===== src/hw/rtl/bfca_pkg.sv =====
package bfca_pkg;

  localparam int TABLE_SLOTS = 64;
  localparam int ENTRY_DEPTH = TABLE_SLOTS - 1;
  localparam int IDX_W = $clog2(TABLE_SLOTS);
  localparam int CNT_W = $clog2(TABLE_SLOTS + 1);

  localparam logic [2:0] ST_ALLOCATED = 3'd0;
  localparam logic [2:0] ST_FREED     = 3'd1;
  localparam logic [2:0] ST_FULL      = 3'd2;
  localparam logic [2:0] ST_NO_SPACE  = 3'd3;
  localparam logic [2:0] ST_NOT_FOUND = 3'd4;

  localparam logic REQ_ALLOC = 1'b0;
  localparam logic REQ_FREE  = 1'b1;

  localparam logic [1:0] CFG_HEAP_BASE = 2'd0;
  localparam logic [1:0] CFG_HEAP_SIZE = 2'd1;

  typedef enum logic [3:0] {
    S_IDLE,
    S_FIND_RD,
    S_FIND_CHK,
    S_SCAN_RD,
    S_SCAN_ACC,
    S_DECIDE,
    S_FIT_RD,
    S_FIT_ACC,
    S_PLACE,
    S_SHIFT_RD,
    S_SHIFT_WR,
    S_COMMIT,
    S_RESULT
  } ctl_state_t;

  typedef struct packed {
    logic load_req;
    logic rd_en;
    logic shift_rd;
    logic clr_acc;
    logic find_chk;
    logic scan_acc;
    logic decide;
    logic fit_acc;
    logic place;
    logic shift_wr;
    logic commit;
    logic set_out;
    logic idx_inc;
    logic idx_dec;
  } dp_cmd_t;

  typedef struct packed {
    logic is_free;
    logic idx_at_end;
    logic idx_at_pos;
    logic found;
    logic full;
    logic no_space;
    logic at_base;
  } dp_sts_t;

endpackage


===== src/hw/rtl/bfca_ctrl.sv =====
module bfca_ctrl (
  input  logic              clk,
  input  logic              rst_n,
  input  logic              in_tvalid,
  output logic              in_tready,
  output logic              out_tvalid,
  input  logic              out_tready,
  output bfca_pkg::dp_cmd_t cmd,
  input  bfca_pkg::dp_sts_t sts
);
  import bfca_pkg::*;

  ctl_state_t state_r, state_nxt;
  logic out_valid_r, out_valid_nxt;
  logic out_free;

  assign in_tready  = (state_r == S_IDLE);
  assign out_tvalid = out_valid_r;
  assign out_free   = !out_valid_r || out_tready;

  always_comb begin
    state_nxt = state_r;
    unique case (state_r)
      S_IDLE:     if (in_tvalid && in_tready) state_nxt = S_FIND_RD;
      S_FIND_RD: begin
        if (sts.idx_at_end) begin
          if (sts.is_free) state_nxt = S_COMMIT;
          else if (sts.full) state_nxt = S_COMMIT;
          else state_nxt = S_DECIDE;
        end else if (sts.is_free) state_nxt = S_FIND_CHK;
        else state_nxt = S_SCAN_ACC;
      end
      S_FIND_CHK: state_nxt = sts.found ? S_SHIFT_RD : S_FIND_RD;
      S_SCAN_RD:  state_nxt = S_SCAN_ACC;
      S_SCAN_ACC: state_nxt = S_FIND_RD;
      S_DECIDE: begin
        if (sts.no_space || sts.at_base) state_nxt = S_PLACE;
        else state_nxt = S_FIT_RD;
      end
      S_FIT_RD:   state_nxt = sts.idx_at_end ? S_PLACE : S_FIT_ACC;
      S_FIT_ACC:  state_nxt = S_FIT_RD;
      S_PLACE:    state_nxt = sts.no_space ? S_COMMIT : S_SHIFT_RD;
      S_SHIFT_RD: state_nxt = sts.idx_at_pos ? S_COMMIT : S_SHIFT_WR;
      S_SHIFT_WR: state_nxt = S_SHIFT_RD;
      S_COMMIT:   state_nxt = S_RESULT;
      S_RESULT:   state_nxt = out_free ? S_IDLE : S_RESULT;
      default:    state_nxt = S_IDLE;
    endcase
  end

  always_comb begin
    cmd = '0;
    unique case (state_r)
      S_IDLE:     begin cmd.load_req = in_tvalid && in_tready; cmd.clr_acc = 1'b1; end
      S_FIND_RD:  cmd.rd_en = !sts.idx_at_end;
      S_FIND_CHK: begin cmd.find_chk = 1'b1; cmd.idx_inc = !sts.found; end
      S_SCAN_RD:  cmd.rd_en = 1'b1;
      S_SCAN_ACC: begin cmd.scan_acc = 1'b1; cmd.idx_inc = 1'b1; end
      S_DECIDE:   cmd.decide = 1'b1;
      S_FIT_RD:   cmd.rd_en = !sts.idx_at_end;
      S_FIT_ACC:  begin cmd.fit_acc = 1'b1; cmd.idx_inc = 1'b1; end
      S_PLACE:    cmd.place = 1'b1;
      S_SHIFT_RD: begin cmd.rd_en = !sts.idx_at_pos; cmd.shift_rd = !sts.idx_at_pos; end
      S_SHIFT_WR: begin cmd.shift_wr = 1'b1; cmd.idx_dec = !sts.is_free;
                        cmd.idx_inc = sts.is_free; end
      S_COMMIT:   cmd.commit = 1'b1;
      S_RESULT:   cmd.set_out = out_free;
      default:    cmd = '0;
    endcase
  end

  always_comb begin
    out_valid_nxt = out_valid_r;
    if (out_valid_r && out_tready) out_valid_nxt = 1'b0;
    if (state_r == S_RESULT && out_free) out_valid_nxt = 1'b1;
  end

  always_ff @(posedge clk) begin
    if (!rst_n) begin
      state_r     <= S_IDLE;
      out_valid_r <= 1'b0;
    end else begin
      state_r     <= state_nxt;
      out_valid_r <= out_valid_nxt;
    end
  end

`ifndef SYNTH
  a_result_once: assert property (@(posedge clk) disable iff (!rst_n)
    state_r == S_RESULT |=> out_valid_r) else $error("result not presented");
  a_no_accept_busy: assert property (@(posedge clk) disable iff (!rst_n)
    state_r != S_IDLE |-> !in_tready) else $error("accept while busy");
  a_hold_out: assert property (@(posedge clk) disable iff (!rst_n)
    out_valid_r && !out_tready |=> out_valid_r) else $error("result dropped");
`endif
endmodule


===== config.mk =====
export PLATFORM = sky130hd
export DESIGN_NAME = bfca_ctrl
export DESIGN_NICKNAME = d
export VERILOG_FILES = /design/src/hw/rtl/bfca_pkg.sv /design/src/hw/rtl/bfca_ctrl.sv
export SDC_FILE = /design/constraint.sdc
export NUM_CORES = 1
export LEC_CHECK = 0
export ABC_CLOCK_PERIOD_IN_PS = 1300
export BUFFER_PORTS_ARGS = -buffer_cell sky130_fd_sc_hd__buf_2
export CAP_MARGIN = 20
export CORE_UTILIZATION = 38
export DETAILED_ROUTE_END_ITERATION = 7
export GPL_TIMING_DRIVEN = 1
export PLACE_DENSITY = 0.81
export SLEW_MARGIN = 40
export SYNTH_ARGS = -nofsm -noshare
export SYNTH_HDL_FRONTEND = slang
export SYNTH_SLANG_ARGS = --single-unit

===== constraint.sdc =====
create_clock -name clk -period 1.3 [get_ports clk]
set_input_delay 0.26 -clock clk [delete_from_list [all_inputs] [get_ports clk]]
set_output_delay 0.26 -clock clk [all_outputs]
set_load 0.02 [all_outputs]

==> results.md <==
* Area after DPL at 782.0 um2
* Leading area contributor after synthesis: dfxtp_1
* Antenna viol nets, final at 0
* WL final at 1.965 mm
* Max VDD drop at 0.0007990 V
* Combinational power share at 0.548
* Worst EP required at 1.04 ns
* Post-layout min period at 1.609 ns
* Initial drt markers at 19
* GRT overflow at 0
* Max-cap violations at 0
* Mapped cell area at 500.5 um2
* CTS root buf: clkbuf_4
* Final critical-path setup slack at -0.3092 ns
* Clock-pin slew on the worst setup and hold paths at 0.04 ns
* Routability cong. at 0.8900
* Clock sinks at 5
* Leak pwr at 0.4204 nW
* Syn Nets at 85
* RSZ-0062 raised after global routing: true
* Sequential fraction of design power at 0.240
* WHS at 0.2880 ns
* CP Data Arrival Time at 1.35 ns
* Clock skew at 0.004064 ns
* Endpoint class of the critical path: output pin
* Max Slew Vio Count at 0
* Initial Util at 0.4274
* TritonCTS Buffers at 3
* Fmax at 0.6214 GHz
* CP startpoint kind: register
* IO Pins at 27
* Int Pwr at 0.0005124 W
* Htree depth at 1
* CTS tree: built
* Design Area, Final at 977.2 um2
* Largest net degree at the start of global routing at 11
* P&R area growth vs syn at 95.25%
* Maximum clock path buffer count at 2
* Hold_buf cts at 0
* Ys Warns at 0
* Post-synth top area share at 0.2000
* Port Buffers at 26
* Reg area at 115.1 um2
* Vias at 723
* Die Y at 38.29 um
* Share of cells above drive strength 1 at 0.6283
* Synth Instances at 74
* Final worst path period share at 1.238
* CP Class: reg2out
* WL per Instance at 15.47 um
* Sw Share at 0.3884
* Pwr dens at 857.3 nW/um2
* Type of the tightest min-delay check: in2reg
* Crit Path Max Fanout at 10
* Switch Pwr at 0.0003253 W
* Avg Vias per Cell at 5.693
* Synth Register Bits at 5
* Core area at 1171 um2
* Failing checks: negative setup slack
* Clock network power share at 0.211
* Drt drc at 0
* Outcome: complete, but fails checks
* Diodes inserted at 0
* Syn_area_per_cell at 6.763 um2
* Final Hold Fails at 0
* Vias in the first global route at 664
* Rows at 12
* Slew @ Worst Pin at 0.3471 ns
* Die width at 38.29 um
* Register area share after synthesis at 0.2000
* Fill count at 70
* Synth unique cells at 27
* Detailed Routing Iterations Pass 1 at 4
* HPWL Detailed at 1.213 mm
* GRT Overall Usage at 0.2795
* Top post-synthesis cells by area: dfxtp_1 (20%), nor2_1 (9.0%), nor3_1 (7.0%)
* Setup violators final at 19
* Multi-input gate area at 476.7 um2
* Worst-Skew Late Latency at 0.24 ns
* Nets at 125
* Initial antenna violation count at 0
* Total die area at 1466 um2
* Slew Limit Headroom at 0.7681
* First-pass GRT wire length at 2.794 mm
-- final timing paths --
check               endpoint  slack [ns]  cells after the start        from
hold / removal    out_tvalid        0.29                      2       rst_n
setup reg to reg  state_r[3]       -0.07                      4  state_r[1]
setup / recovery      cmd[1]       -0.31                      5  state_r[2]
hold reg to reg   state_r[2]        0.70                      3  state_r[2]
-- power by group through the flow --
stage          combinational (W)  sequential (W)  clock (W)
2_1_floorplan           0.000249        0.000189          0
3_3_place_gp            0.000340        0.000194          0
3_5_place_dp            0.000348        0.000196          0
4_1_cts                 0.000439        0.000196   0.000180
5_1_grt                 0.000487        0.000203   0.000190
6_report                0.000459        0.000201   0.000177
-- per-stage QoR --
| step | setup WS, ns | setup TNS (ns) | utilization | total power, W | instances |
|---|---|---|---|---|---|
| detailed placement | -0.09931 | -0.5534 | 0.6677 | 0.0005446 | 119 |
| global placement | -0.06176 | -0.1747 | 0.6677 | 0.0005344 | 119 |
| floorplan | -0.1128 | -0.3139 | - | 0.0004375 | 74 |
| CTS | -0.2348 | -2.399 | 0.8088 | 0.0008149 | 127 |
| global route | -0.3476 | -3.747 | 0.8344 | 0.0008801 | 127 |
| finish | -0.3092 | -2.848 | 0.8344 | 0.0008377 | 127 |
-- synthesized netlist by cell type --
cell,instances
buf_2,2
buf_4,2
a41oi_2,1
clkbuf_1,2
nor3_1,7
or3_1,2
o221ai_1,1
buf_6,1
nor2_1,12
o21a_1,1
o31a_1,2
o21bai_1,2
nand2_1,4
nand2b_1,3
and2_1,1
o21ai_0,4
nand3b_1,2
a21oi_1,5
dfxtp_1,5
o211ai_1,1
nor4_1,2
nor2b_1,2
o21ba_2,1
a21o_1,2
a31oi_1,2
inv_1,4
nand2b_4,1
-- layer usage --
metal  global-route usage  vias up  share of wire
li1                     -      340              -
met1               0.3322      341           0.38
met2               0.4873       33           0.54
met3              0.02907        9          0.050
met4               0.1429        0          0.029
met5                    0        -              0
-- what timing repair did --
item                       CTS  global route
pin swaps                    5             0
setup endpoints to repair   19            19
resized for setup           35             6
setup buffers                4             0
-- logic make-up (layout without fill, tap and decap cells) --
| group | Yosys count | count (layout) | share of synthesized area |
|---|---|---|---|
| and+or+nand+nor | 36 | 36 | 0.3725 |
| AOI/OAI and AO/OA | 22 | 22 | 0.3100 |
| buffers and inverters | 11 | 50 | 0.1175 |
| DFF | 5 | 5 | 0.2000 |
-- layout by cell type, fill, tap and decap left out, types with 3 or more instances in the layout --
| cell type | count |
|---|---|
| nand2_1 | 4 |
| nor2_2 | 3 |
| nand2b_4 | 3 |
| a21oi_1 | 5 |
| nor2_1 | 8 |
| o21ai_0 | 3 |
| buf_4 | 20 |
| buf_6 | 9 |
| clkbuf_4 | 3 |
| dfxtp_4 | 4 |
| nor3_2 | 3 |
| buf_2 | 12 |
| inv_1 | 3 |
-- sequential cells by signal, summed over array words and instances, names as in the netlist --
name / count
out_tvalid: 1
state_r: 4
-- cell type report --
cell class,count,share of cell area
clock buffers,4,0.02689
inverters,4,0.01536
multi-input cells,58,0.4878
flip-flops and latches,5,0.1178
well taps,14,0.01793
repair buffers,42,0.3342
-- critical path, stage by stage, from the launching register on --
cell	delay [ns]
dfxtp_4	0.38
buf_4	0.15
nor3_1	0.20
a31oi_1	0.09
o21ai_2	0.15
buf_6	0.13
No activity file was read; power rests on OpenSTA's default activity.
